### src/sv/ncl_pkg.sv
// ----------------------------------------------------------------------------
// ncl_pkg: shared types and constants of the nearest-centroid labeler
// Field widths, item codes and the control/status structs between the
// controller and the datapath.
// ----------------------------------------------------------------------------
`default_nettype none

package ncl_pkg;

  localparam int SLOT_W  = 6;
  localparam int LABEL_W = 6;
  localparam int COUNT_W = 7;
  localparam int DIST_W  = 50;

  localparam logic [COUNT_W-1:0] COUNT_RESET = 7'd40;
  localparam logic [DIST_W-1:0]  DIST_MAX    = {DIST_W{1'b1}};

  // Item codes carried on the mode field.
  localparam logic MODE_LOAD     = 1'b0;
  localparam logic MODE_CLASSIFY = 1'b1;

  typedef struct packed {
    logic wr_en;       // write the incoming point into the centroid table
    logic capture;     // latch the incoming point for a search
    logic issue;       // read one table entry this cycle
    logic issue_last;  // the entry read this cycle is the last one searched
    logic out_load;    // move the search result into the output register
  } ncl_cmd_t;

  typedef struct packed {
    logic done;        // last distance of the search has been compared
    logic out_free;    // output register can take a result this cycle
  } ncl_status_t;

endpackage

`default_nettype wire

### src/sv/ncl_ctrl.sv
// ----------------------------------------------------------------------------
// ncl_ctrl: controller of the nearest-centroid labeler
// Holds the centroid count register, takes input transactions, sequences the
// table reads of a search and hands the result to the output register.
// ----------------------------------------------------------------------------
`default_nettype none

module ncl_ctrl #(
  parameter int  MAX_CENTROIDS = 64,
  localparam int AW            = (MAX_CENTROIDS > 1) ? $clog2(MAX_CENTROIDS) : 1
) (
  input  wire logic                          clk,
  input  wire logic                          rst_n,
  input  wire logic                          cfg_we,
  input  wire logic [ncl_pkg::COUNT_W-1:0]   cfg_data,
  input  wire logic                          in_valid,
  input  wire logic                          in_mode,
  input  wire logic [ncl_pkg::SLOT_W-1:0]    in_slot,
  output      logic                          in_ready,
  output      ncl_pkg::ncl_cmd_t             cmd,
  output      logic [AW-1:0]                 rd_addr,
  input  wire ncl_pkg::ncl_status_t          status
);

  localparam logic [1:0] ST_IDLE  = 2'd0;
  localparam logic [1:0] ST_RUN   = 2'd1;
  localparam logic [1:0] ST_DRAIN = 2'd2;
  localparam logic [1:0] ST_OUT   = 2'd3;

  logic [1:0]                   state_r, state_nxt;
  logic [ncl_pkg::COUNT_W-1:0]  count_r;
  logic [AW-1:0]                idx_r, idx_nxt;
  logic [AW-1:0]                last_r, last_nxt;
  logic                         accept;
  int                           count_i;

  assign in_ready = (state_r == ST_IDLE);
  assign accept   = in_valid && in_ready;
  assign rd_addr  = idx_r;

  // Searched entries: a count of zero acts as one, a count above the table
  // size acts as the table size.
  always_comb begin
    count_i = int'(count_r);
    if (count_i == 0) begin
      count_i = 1;
    end
    if (count_i > MAX_CENTROIDS) begin
      count_i = MAX_CENTROIDS;
    end
  end

  always_comb begin
    state_nxt          = state_r;
    idx_nxt            = idx_r;
    last_nxt           = last_r;
    cmd                = '0;
    cmd.wr_en          = accept && (in_mode == ncl_pkg::MODE_LOAD) &&
                         (int'(in_slot) < MAX_CENTROIDS);
    cmd.capture        = accept && (in_mode == ncl_pkg::MODE_CLASSIFY);
    case (state_r)
      ST_IDLE: begin
        if (cmd.capture) begin
          idx_nxt   = '0;
          last_nxt  = AW'(count_i - 1);
          state_nxt = ST_RUN;
        end
      end
      ST_RUN: begin
        cmd.issue      = 1'b1;
        cmd.issue_last = (idx_r == last_r);
        if (idx_r == last_r) begin
          state_nxt = ST_DRAIN;
        end else begin
          idx_nxt = idx_r + 1'b1;
        end
      end
      ST_DRAIN: begin
        if (status.done) begin
          if (status.out_free) begin
            cmd.out_load = 1'b1;
            state_nxt    = ST_IDLE;
          end else begin
            state_nxt = ST_OUT;
          end
        end
      end
      ST_OUT: begin
        if (status.out_free) begin
          cmd.out_load = 1'b1;
          state_nxt    = ST_IDLE;
        end
      end
      default: begin
        state_nxt = ST_IDLE;
      end
    endcase
  end

  always_ff @(posedge clk) begin
    if (!rst_n) begin
      state_r <= ST_IDLE;
      count_r <= ncl_pkg::COUNT_RESET;
      idx_r   <= '0;
      last_r  <= '0;
    end else begin
      state_r <= state_nxt;
      idx_r   <= idx_nxt;
      last_r  <= last_nxt;
      if (cfg_we) begin
        count_r <= cfg_data;
      end
    end
  end

endmodule

`default_nettype wire

### config.mk
export PLATFORM = sky130hd
export DESIGN_NAME = ncl_ctrl
export DESIGN_NICKNAME = d
export VERILOG_FILES = /design/src/sv/ncl_pkg.sv /design/src/sv/ncl_ctrl.sv
export SDC_FILE = /design/constraint.sdc
export NUM_CORES = 1
export LEC_CHECK = 0
export BUFFER_PORTS_ARGS = -buffer_cell sky130_fd_sc_hd__buf_2
export CAP_MARGIN = 40
export CORE_MARGIN = 4
export CORE_UTILIZATION = 50
export CTS_CLUSTER_DIAMETER = 40
export DETAILED_ROUTE_END_ITERATION = 8
export PLACE_DENSITY = 0.88
export SYNTH_ARGS = -nofsm -noshare
export SYNTH_HDL_FRONTEND = slang
export SYNTH_SLANG_ARGS = --single-unit
### constraint.sdc
create_clock -name clk -period 2 [get_ports clk]
set_input_delay 0 -clock clk [delete_from_list [all_inputs] [get_ports clk]]
set_output_delay 0 -clock clk [all_outputs]
set_load 0.02 [all_outputs]
# After elaboration in Yosys (flattened, before gate mapping)

Index checks and enable logic that the tools add are counted.

Equal/unequal tests: 9
Multiplexer cells: 15
Order comparisons: 1
Reduce and logical (&&, ||, !) cells: 9
Bitwise gates (word level): 1
Add/sub/neg operators: 2

Operator list:

| kind                                                 | count |
|---|---|
| 2-to-1 mux 6 bit                                     | 3 |
| 2-to-1 mux 2 bit                                     | 6 |
| one-hot mux 6 bit (2 select lines)                   | 1 |
| != test 2 bit, second input constant                 | 4 |
| one-hot mux 2 bit (4 select lines)                   | 1 |
| greater-than comparator 7 bit, second input constant | 1 |
| zero test 7 bit                                      | 1 |
| 2-to-1 mux 7 bit                                     | 1 |
| adder 6 x 1 -> 6 bit, second input constant          | 1 |
| == test 6 bit                                        | 1 |
| subtractor 6 x 1 -> 6 bit, second input constant     | 1 |
| == test 2 bit, second input constant                 | 2 |
| AND reduction 4 bit                                  | 1 |
| logical AND 1 bit                                    | 3 |
| AND reduction 3 bit                                  | 1 |
| == test 2 x 1 -> 1 bit, second input constant        | 1 |
| zero test 2 bit                                      | 1 |
| 2-to-1 mux 1 bit                                     | 2 |
| != test 2 x 1 -> 1 bit, second input constant        | 1 |
| one-hot mux 1 bit (2 select lines)                   | 1 |
| AND reduction 2 bit                                  | 1 |
| nonzero test 2 bit                                   | 1 |
| inverter 1 bit                                       | 1 |

Logic and storage cells: 41
Bits in registers: 21
Output and inout bits: 12

# Logic depth before layout (Yosys ltp)

Gate-level depths: netlist of run 1.

Word-level depth: 5
Depth in mapped cells: 8
Depth with buffers taken out: 8

# Worst setup path after synthesis of run 1

No wires, ideal clock.

Kind: reg-to-reg
Start: register count_r[1] in the netlist's numbering
End: register last_r[4]
Cell stages (with the launch flop): 9
Data required time: 1924 ps
Buffers on the path: 0
Setup slack: 262 ps
Period minus slack after synthesis: 1738 ps
Arrival: 1662 ps
Library setup time: 76 ps
Path through: dfxtp_1 or4_1 nor2_1 o21bai_1 ha_1 nand2_1 mux2_2 o221ai_1 a21boi_0

Word-level cells in the longest chain between the ends: 5

RTL lines:

| element                       | RTL line        | RTL |
|---|---|---|
| start: declaration            | ncl_ctrl.sv:31  | `logic [ncl_pkg::COUNT_W-1:0] count_r;` |
| start signal: assignment      | ncl_ctrl.sv:103 | `count_r <= ncl_pkg::COUNT_RESET;` |
| start signal: assignment      | ncl_ctrl.sv:111 | `count_r <= cfg_data;` |
| zero test 7 bit               | ncl_ctrl.sv:45  | `if (count_i == 0) begin` |
| 2-to-1 mux 7 bit (*)          | ncl_ctrl.sv:45  |  |
| greater-than comparator 7 bit | ncl_ctrl.sv:48  | `if (count_i > MAX_CENTROIDS) begin` |
| 2-to-1 mux 6 bit (*)          | ncl_ctrl.sv:48  |  |
| subtractor 6 x 1 -> 6 bit (*) | ncl_ctrl.sv:65  | `last_nxt = AW'(count_i - 1);` |
| end signal: assignment        | ncl_ctrl.sv:109 | `last_r <= last_nxt;` |
| end: declaration              | ncl_ctrl.sv:33  | `logic [AW-1:0] last_r, last_nxt;` |

Every way passes the cells marked *; elsewhere a longest branch is shown, timed or not.
A chain may end at the register's enable or synchronous reset.

# Final worst setup path of run 1

Start: register count_r[2] in the netlist's numbering
End: register last_r[4]

The elaborated chain is that of the path after synthesis.

==> results.ini, run 1 <==
[final_layout]
utilization_pct=67.3
nFillCells=167
num-nets-final=181
area_delta_synth_final_pct=23.8
finalNonFillerCells=185
n_antenna_cell=0
drive_gt1_share_pct=20.3

[yosys]
synth.distinct_cells=35
yosysTopAreaCell=dfxtp_1
synth_common_cells=dfxtp_1, mux2i_1, nand2_1, nor2_1, nor2b_1
syn_area_um2=1110
synthCells=124
synth_area_leaders=dfxtp_1, mux2i_1, xor2_1
synth.avg_cell_area_um2=8.96
yosys_most_used_dff=dfxtp_1
yosysMostFrequentCell=dfxtp_1
synth_edf_count=0
syn_nets=146
yosysWarnings=0
async_flop_share_pct=0
ys_ff_latch=21
seq_area_frac_synth_pct=37.8
synth_top_area_share_pct=37.8

[placed_design]
place_hpwl_um=1670
dp.cells=171
placement.io_buffers=25
gp_congestion=0.726

[routing]
drc=0
wirelength_um=2440
postRouteAntennaNets=0
drtPass1Iterations=4
routed_via_density=5.41
vias=1001
avgRoutedWirePerCell_um=13.2
drt_iter0_drc=19

[critical_path]
worst_setup_path_start_kind=flip-flop
r2r_end=last_r[4]
arrival_ns=2.15
r2r-start=count_r[2]
cp.required_ns=2.24
cp_max_fo=5
crit_chain=or4_1, nor2_1, o21bai_1, ha_1, nand2_1, mux2_2, o221ai_1, a21boi_0
slowest_delay_ns=0.53
worst_r2r_path_depth=8
crit_slowest_cell=or4_1
critPathLaunch=count_r[2]
path_class=reg -> reg
cp-end-kind=flip-flop
reg2reg_slack_ns=0.09

[cts]
cts_tree=built
cts_setup_buffers=0
cts-buffers-inserted=3
h-tree-depth=1
cts.clk_slew.worst_paths_ns=0.12
clock_sinks=21
cts_root_buf=clkbuf_4
hold_buffers=10
cts_resized=0
clk_latency_ns=0.31
clockBufferDepth=2

[grt]
antenna_found_initial=0
grt_max_degree=19
grt_pass1_wl_um=4100
grt_overflow_total=0
grt.total_usage_pct=19.0
grt_pass1_vias=935

[sta]
max_freq_ghz=0.524
rsz0062_at_grt=no
period_minus_slack_ns=1.91
finalSetupTns_ns=0
finalHoldViolCount=0
tightest_slew_ns=0.492
holdWs_ns=0.0484
setup_viol_count_final=0
fin_skew_ns=0.00500
fin_crit_sh_pct=95.4
slew_violations=0
max-slew-margin-rel_pct=67.1

[power_and_ir_drop]
leakage_nw=0.633
peakVddDrop_v=0.000665
p_per_area_nw_per_um2=672
power_mw=0.924

[floorplan]
io_pins=32
die-width_um=55.1
die_area_um2=3040
die_h_um=55.1
start_util_pct=54.4
num_rows=16
coreArea_um2=2040

[status]
outcome=complete, no violations

[min_path]
hold_end=last_r[1]
hp-start=rst_n
hold_class=in -> reg
holdPathStages=2

[job]
cap_violations=0

[routing by layer]
layer	wire length [µm]	global-route usage [%]	vias up	part of all wire, %
li1	-	-	503	-
met1	1180	25.6	461	48
met2	1080	28.9	32	44
met3	129	2.41	5	5.3
met4	51	10.9	0	2.1
met5	0	0	-	0
[per-stage QoR]
step                cell area [µm²]  setup WS (ns)
finish                         1380         0.0912
global route                   1380        0.00912
CTS                            1380          0.110
detailed placement             1250          0.130
global placement               1250          0.198
floorplan                      1110          0.262
[registers in the layout, indices dropped and copies added, names as in the netlist]
signal and count:
rd_addr 6, state_r 2, count_r 7, last_r 6
[cells by family (layout without fill, tap and decap cells)]
family          after synthesis  count (layout)  synth area share [%]
simple gates                 49              49                  24.6
mux                          14              14                  12.7
compound gates               24              24                  14.5
fa+ha+maj                     2               2                  2.25
buf+inv                       7              41                  2.59
xor+xnor                      7               7                  5.52
flops                        21              21                  37.8
[worst max path at each step]
stage	to	slack (ns)	depth (start not counted)
floorplan	last_r[4]	0.26	8
global placement	last_r[4]	0.20	8
detailed placement	last_r[4]	0.13	8
CTS	last_r[4]	0.11	8
global route	last_r[4]	0.009	8
finish	last_r[4]	0.09	8
[area by class of cell]
| cell class | count | area, µm² | share of cell area, % |
|---|---|---|---|
| clock buffer | 4 | 26.3 | 1.91 |
| sequential | 21 | 420 | 30.6 |
| tap | 27 | 33.8 | 2.46 |
| timing repair buffer | 35 | 225 | 16.4 |
| inverter | 2 | 7.51 | 0.546 |
| multi-input combinational | 96 | 662 | 48.1 |
[layout by cell type (no fill, tap or decap), types with 7 or more instances in the layout]
cell type / n
a21oi_1: 7
mux2i_1: 13
dlygate4sd3_1: 10
dfxtp_1: 21
nand2_1: 13
nor2_1: 8
buf_2: 25
nor2b_1: 8
[power by group]
part,internal [mW],switching (mW)
registers,0.446,0.0338
clock network,0.0780,0.133
logic,0.105,0.127
[worst max-delay path: cells and delay by family (launching register included)]
kind	cells	cell delay, ns
and+or+nand+nor	3	0.71
DFF	1	0.38
AOI/OAI and AO/OA	3	0.37
adders and majority gates	1	0.25
muxes	1	0.13
No activity file was read; power rests on OpenSTA's default activity.
==> inputs of run 2 (changes only) <==
--- a/config.mk
+++ b/config.mk
@@ -8,10 +8,10 @@
 export BUFFER_PORTS_ARGS = -buffer_cell sky130_fd_sc_hd__buf_2
 export CAP_MARGIN = 40
 export CORE_MARGIN = 4
-export CORE_UTILIZATION = 50
+export CORE_UTILIZATION = 23
 export CTS_CLUSTER_DIAMETER = 40
 export DETAILED_ROUTE_END_ITERATION = 8
-export PLACE_DENSITY = 0.88
+export PLACE_DENSITY = 0.45
 export SYNTH_ARGS = -nofsm -noshare
 export SYNTH_HDL_FRONTEND = slang
 export SYNTH_SLANG_ARGS = --single-unit
==> results.ini, run 2 (synthesis gave the netlist of run 1 again) <==
[grt]
grt_max_degree=19  ; unchanged
grt.total_usage_pct=9.08  ; -9.9 points
grt_pass1_wl_um=4430  ; +8.1%
grt_overflow_total=0  ; unchanged
antenna_found_initial=0  ; unchanged
grt_pass1_vias=987  ; +5.6%

[min_path]
holdPathStages=3  ; +1
hold_class=in -> reg
hp-start=cfg_data[0]
hold_end=count_r[0]

[placed_design]
place_hpwl_um=1900  ; +14%
gp_congestion=0.777  ; +7.1%
dpl_cell_area_um2=1290  ; +3.3%
placement.io_buffers=25  ; unchanged

[cts]
cts_root_buf=clkbuf_8
cts_tree=built
h-tree-depth=1  ; unchanged
cts.clk_slew.worst_paths_ns=0.08  ; -0.04 ns
clock_sinks=21  ; unchanged
clk_latency_ns=0.27  ; -0.04 ns
cts-buffers-inserted=3  ; unchanged
clockBufferDepth=2  ; unchanged

[routing]
drt_iter0_drc=53  ; +34
vias=954  ; -4.7%
drc=0  ; unchanged
drtPass1Iterations=4  ; unchanged
routed_via_density=4.61  ; -15%
postRouteAntennaNets=0  ; unchanged
avgRoutedWirePerCell_um=12.2  ; -7.5%
wirelength_um=2520  ; +3.4%

[power_and_ir_drop]
p_per_area_nw_per_um2=720  ; +7.1%
leakage_nw=0.623  ; -1.5%
power_mw=0.991  ; +7.3%
peakVddDrop_v=0.000216  ; -68%

[critical_path]
worst_setup_path_start_kind=flip-flop
slowest_delay_ns=0.53  ; about the same
cp-end-kind=flip-flop
cp.required_ns=2.21  ; -0.03 ns
worst_r2r_path_depth=8  ; unchanged
r2r_end=last_r[4]
crit_family=simple AND/OR/NAND/NOR gates
critical_path_buf_inv_count=0  ; unchanged
arrival_ns=2.00  ; -0.15 ns
reg2reg_slack_ns=0.21  ; +0.12 ns
path_class=reg -> reg
crit_chain=or4_1, nor2_1, o21bai_1, ha_2, nand2_1, mux2_2, o221ai_1, a21boi_1
r2r-start=count_r[1]
cp_max_fo=4  ; -1
crit_slowest_cell=or4_1

[sta]
finalSetupTns_ns=0  ; unchanged
fin_skew_ns=0.00556  ; +0.000559 ns
finalHoldViolCount=0  ; unchanged
slew_violations=0  ; unchanged
setup_viol_count_final=0  ; unchanged
max-slew-margin-rel_pct=67.4  ; +0.33 points
tightest_slew_ns=0.488  ; -0.00410 ns
fin_crit_sh_pct=89.6  ; -5.8 points
max_freq_ghz=0.558  ; +6.5%
rsz0062_at_grt=no
period_minus_slack_ns=1.79  ; -0.117 ns

[job]
cap_violations=0  ; unchanged

[floorplan]
num_rows=25  ; +9
die_area_um2=6010  ; +98%
coreArea_um2=4690  ; +130%
die_h_um=77.5  ; +41%
io_pins=32  ; unchanged
die-width_um=77.5  ; +41%
start_util_pct=23.7  ; -31 points

[final_layout]
layout_commonest_cell=buf_2
nFillCells=516  ; +210%
multiInputGateArea_um2=664  ; +0.38%
largest_register_ffs=7  ; unchanged
num-nets-final=176  ; -2.8%
final_cell_mix=buf_2, dfxtp_1, nand2_1, mux2i_1
top_register=count_r
area_delta_synth_final_pct=24.0
n_antenna_cell=0  ; unchanged
seq_area_um2=420  ; unchanged
design_area_um2=1380  ; +0.18%
drive_gt1_share_pct=22.2  ; +2.0 points

[status]
outcome=complete, no violations

[run 2: cell count changes in the layout (fill, tap and decap cells not counted)]
cell,change
ha_2,+1
a21boi_1,+1
dlygate4sd3_1,-6
a21boi_0,-1
buf_4,+1
clkbuf_8,+3
ha_1,-1
clkbuf_4,-3
[run 2: layout make-up]
class,instances,area share (%)
repair buffers,30,12.5
well taps,54,4.90
inverters,2,0.545
flip-flops and latches,21,30.5
clock buffers,4,3.27
multi-input cells,96,48.2
[run 2: per-stage QoR]
| stage | hold WS (ns) | std cells | utilization (%) | setup slack [ns] |
|---|---|---|---|---|
| 6_report | 0.00860 | 207 | 29.4 | 0.208 |
| 5_1_grt | 0.0347 | 207 | 29.4 | 0.0364 |
| 4_1_cts | 0.00966 | 207 | 29.3 | 0.128 |
| 3_5_place_dp | 0.225 | 199 | 27.5 | 0.146 |
| 3_3_place_gp | 0.220 | 199 | 27.5 | 0.176 |
| 2_1_floorplan | 0.0826 | 124 | - | 0.262 |
[run 2: tightest hold or removal path, stage by stage]
cell and delay (ns):
buf_2 0.07, mux2i_1 0.06, nor2b_1 0.10
[run 2: worst max path at each step]
stage	from	endpoint	slack (ns)	cells past startpoint
after floorplan	count_r[1]	last_r[4]	0.26	8
after global placement	count_r[1]	last_r[4]	0.18	8
after detailed placement	count_r[1]	last_r[4]	0.15	8
after CTS	count_r[1]	last_r[4]	0.13	8
after global routing	count_r[1]	last_r[4]	0.04	8
final	count_r[1]	last_r[4]	0.21	8
[run 2: timing repair]
action	CTS	global route
hold endpoints to repair	4	0
hold buffers	4	0
buffers inserted	0	0
gates resized for setup	0	2
endpoints found under the setup margin	0	1
[run 2: per-layer routing]
layer	wire [µm]	track usage, %	vias to the layer above
met2	1200	14.9	22
met5	0	0	-
li1	-	-	489
met1	1180	11.3	438
met3	74	1.28	5
met4	68	5.34	0
[run 2: where the power goes]
group / switching [mW] / total [mW] / internal, mW
clock: 0.144 / 0.286 / 0.142
sequential: 0.0323 / 0.478 / 0.446
combinational: 0.127 / 0.227 / 0.0995
total: 0.304 / 0.991 / 0.688
==> inputs of run 3 (changes only) <==
--- a/config.mk
+++ b/config.mk
@@ -11,7 +11,7 @@
 export CORE_UTILIZATION = 23
 export CTS_CLUSTER_DIAMETER = 40
 export DETAILED_ROUTE_END_ITERATION = 8
-export PLACE_DENSITY = 0.45
+export PLACE_DENSITY = 0.46
 export SYNTH_ARGS = -nofsm -noshare
 export SYNTH_HDL_FRONTEND = slang
 export SYNTH_SLANG_ARGS = --single-unit
==> constraint.sdc (replaced) <==
create_clock -name clk -period 1.5 [get_ports clk]
set_input_delay 0 -clock clk [delete_from_list [all_inputs] [get_ports clk]]
set_output_delay 0 -clock clk [all_outputs]
set_load 0.02 [all_outputs]
==> results.ini, run 3 (synthesis gave the netlist of run 1 again) <==
[cts]
clock_sinks=21  ; unchanged
clockBufferDepth=2  ; unchanged
cts-buffers-inserted=3  ; unchanged
cts.clk_slew.worst_paths_ns=0.07  ; about the same
clk_latency_ns=0.26  ; about the same
cts_tree=built
cts_root_buf=clkbuf_8
h-tree-depth=1  ; unchanged

[grt]
grt_pass1_vias=1116  ; +13%
grt.total_usage_pct=9.90  ; +0.81 points
grt_pass1_wl_um=4910  ; +11%
grt_overflow_total=0  ; unchanged
grt_max_degree=18  ; -1
antenna_found_initial=0  ; unchanged

[sta]
holdWs_ns=0.00766  ; -0.000944 ns
setup_viol_count_final=3  ; +3
finalSetupTns_ns=-0.423  ; -0.423 ns
finalHoldViolCount=0  ; unchanged
final.setup.worst_slack_ns=-0.174  ; -0.382 ns
max-slew-margin-rel_pct=82.3  ; +15 points
slew_violations=0  ; unchanged
max_freq_ghz=0.597  ; +7.0%
rsz0062_at_grt=yes
tightest_slew_ns=0.262  ; -0.226 ns
fin_crit_sh_pct=112  ; +22 points
period_minus_slack_ns=1.67  ; -0.118 ns
fin_skew_ns=0.00193  ; -0.00364 ns

[critical_path]
path_class=reg -> reg
r2r-start=count_r[2]
critical_path_buf_inv_count=0  ; unchanged
slowest_delay_ns=0.53  ; about the same
crit_chain=or4_4, nor2_2, o21bai_1, ha_2, nand2_2, mux2_4, o221ai_2, a21boi_1
endpoint=last_r[4]
r2r_end=last_r[4]
crit_slowest_cell=or4_4
crit_cells=8  ; unchanged
cp.required_ns=1.70  ; -0.51 ns
arrival_ns=1.87  ; -0.13 ns
reg2reg_slack_ns=-0.17  ; -0.38 ns
cp_max_fo=3  ; -1
crit_family=simple AND/OR/NAND/NOR gates
cp-end-kind=flip-flop
critPathLaunch=count_r[2]
worst_setup_path_start_kind=flip-flop
worst_r2r_path_depth=8  ; unchanged

[final_layout]
top_register=count_r
drive_gt1_share_pct=43.8  ; +22 points
area_delta_synth_final_pct=48.5
utilization_pct=35.2  ; +5.8 points
layout_commonest_cell=buf_2
num-nets-final=199  ; +13%
n_antenna_cell=0  ; unchanged
final_cell_mix=buf_2, buf_4, mux2i_1, dfxtp_1, nand2_1
largest_register_ffs=7  ; unchanged

[placed_design]
placement.io_buffers=25  ; unchanged
place_hpwl_um=2130  ; +12%
gp_congestion=0.799  ; +2.9%
place_ws_ns=-0.229  ; -0.375 ns

[routing]
wirelength_um=2730  ; +8.5%
drt_iter0_drc=44  ; -17%
vias=1058  ; +11%
routed_via_density=4.60  ; -0.19%
drc=0  ; unchanged
drtPass1Iterations=4  ; unchanged
avgRoutedWirePerCell_um=11.9  ; -2.4%
postRouteAntennaNets=0  ; unchanged

[power_and_ir_drop]
leakage_nw=0.748  ; +20%
peakVddDrop_v=0.000439  ; +100%
power_mw=1.45  ; +46%
p_per_area_nw_per_um2=880  ; +22%

[floorplan]
coreArea_um2=4690  ; unchanged
num_rows=25  ; unchanged
die-width_um=77.5  ; unchanged
die_h_um=77.5  ; unchanged
io_pins=32  ; unchanged
start_util_pct=23.7  ; unchanged
die_area_um2=6010  ; unchanged

[min_path]
holdPathStages=3  ; unchanged
hold_class=in -> reg

[status]
violations=negative setup slack
outcome=finished, violations left

[job]
cap_violations=0  ; unchanged

run 3: changes by cell type in the layout (fill, tap and decap cells not counted), moves of 2 or more:
| cell | previous run | this run |
|---|---|---|
| xor2_1 | 6 | 2 |
| dfxtp_1 | 21 | 13 |
| nand2_2 | 0 | 2 |
| nand2_1 | 13 | 11 |
| xor2_2 | 0 | 4 |
| buf_4 | 1 | 23 |
| dfxtp_2 | 0 | 8 |
run 3: metrics by stage:
stage               instances  instance area, µm²
floorplan                 124                1130
global placement          216                1440
detailed placement        216                1440
CTS                       229                1600
global route              230                1650
finish                    230                1650
run 3: what timing repair did:
item	CTS	global route
pin swaps	5	5
endpoints found under the hold margin	5	0
setup buffers	5	1
setup endpoints to repair	6	15
hold buffers	5	0
gates resized for setup	8	12
run 3: how the worst min path moves through the flow:
stage,startpoint,end
2_1_floorplan,in_mode,cmd[4]
5_1_grt,cfg_data[4],count_r[4]
3_3_place_gp,cfg_data[5],count_r[5]
6_report,cfg_data[4],count_r[4]
4_1_cts,cfg_data[4],count_r[4]
3_5_place_dp,cfg_data[5],count_r[5]
run 3: final cells by class:
| class | instances | area, µm² |
|---|---|---|
| Timing Repair Buffer | 53 | 354 |
| Multi-Input combinational cell | 96 | 746 |
| Tap cell | 54 | 67.6 |
| Inverter | 2 | 7.51 |
| Sequential cell | 21 | 430 |
| Fill cell | 488 | 3040 |
| Clock buffer | 4 | 45.0 |
run 3: report_power, final:
group / total, mW / internal (mW) / leakage [nW] / switching, mW
Clock: 0.368 / 0.189 / 0.0228 / 0.179
Sequential: 0.634 / 0.598 / 0.175 / 0.0362
Combinational: 0.449 / 0.238 / 0.550 / 0.211
Total: 1.45 / 1.03 / 0.748 / 0.427
run 3: metal layers:
| metal | track usage, % | wire length [µm] |
|---|---|---|
| met2 | 17.8 | 1290 |
| met3 | 3.83 | 191 |
| met1 | 10.7 | 1230 |
| met4 | 2.85 | 29 |
| met5 | 0 | 0 |
run 3: worst reg2reg max path: cells and delay by family, from the launching register on:
family                     cells  cell delay [ns]
muxes                          1             0.14
and+or+nand+nor                3             0.68
adders and majority gates      1             0.21
DFF                            1             0.32
AOI/OAI and AO/OA              3             0.27
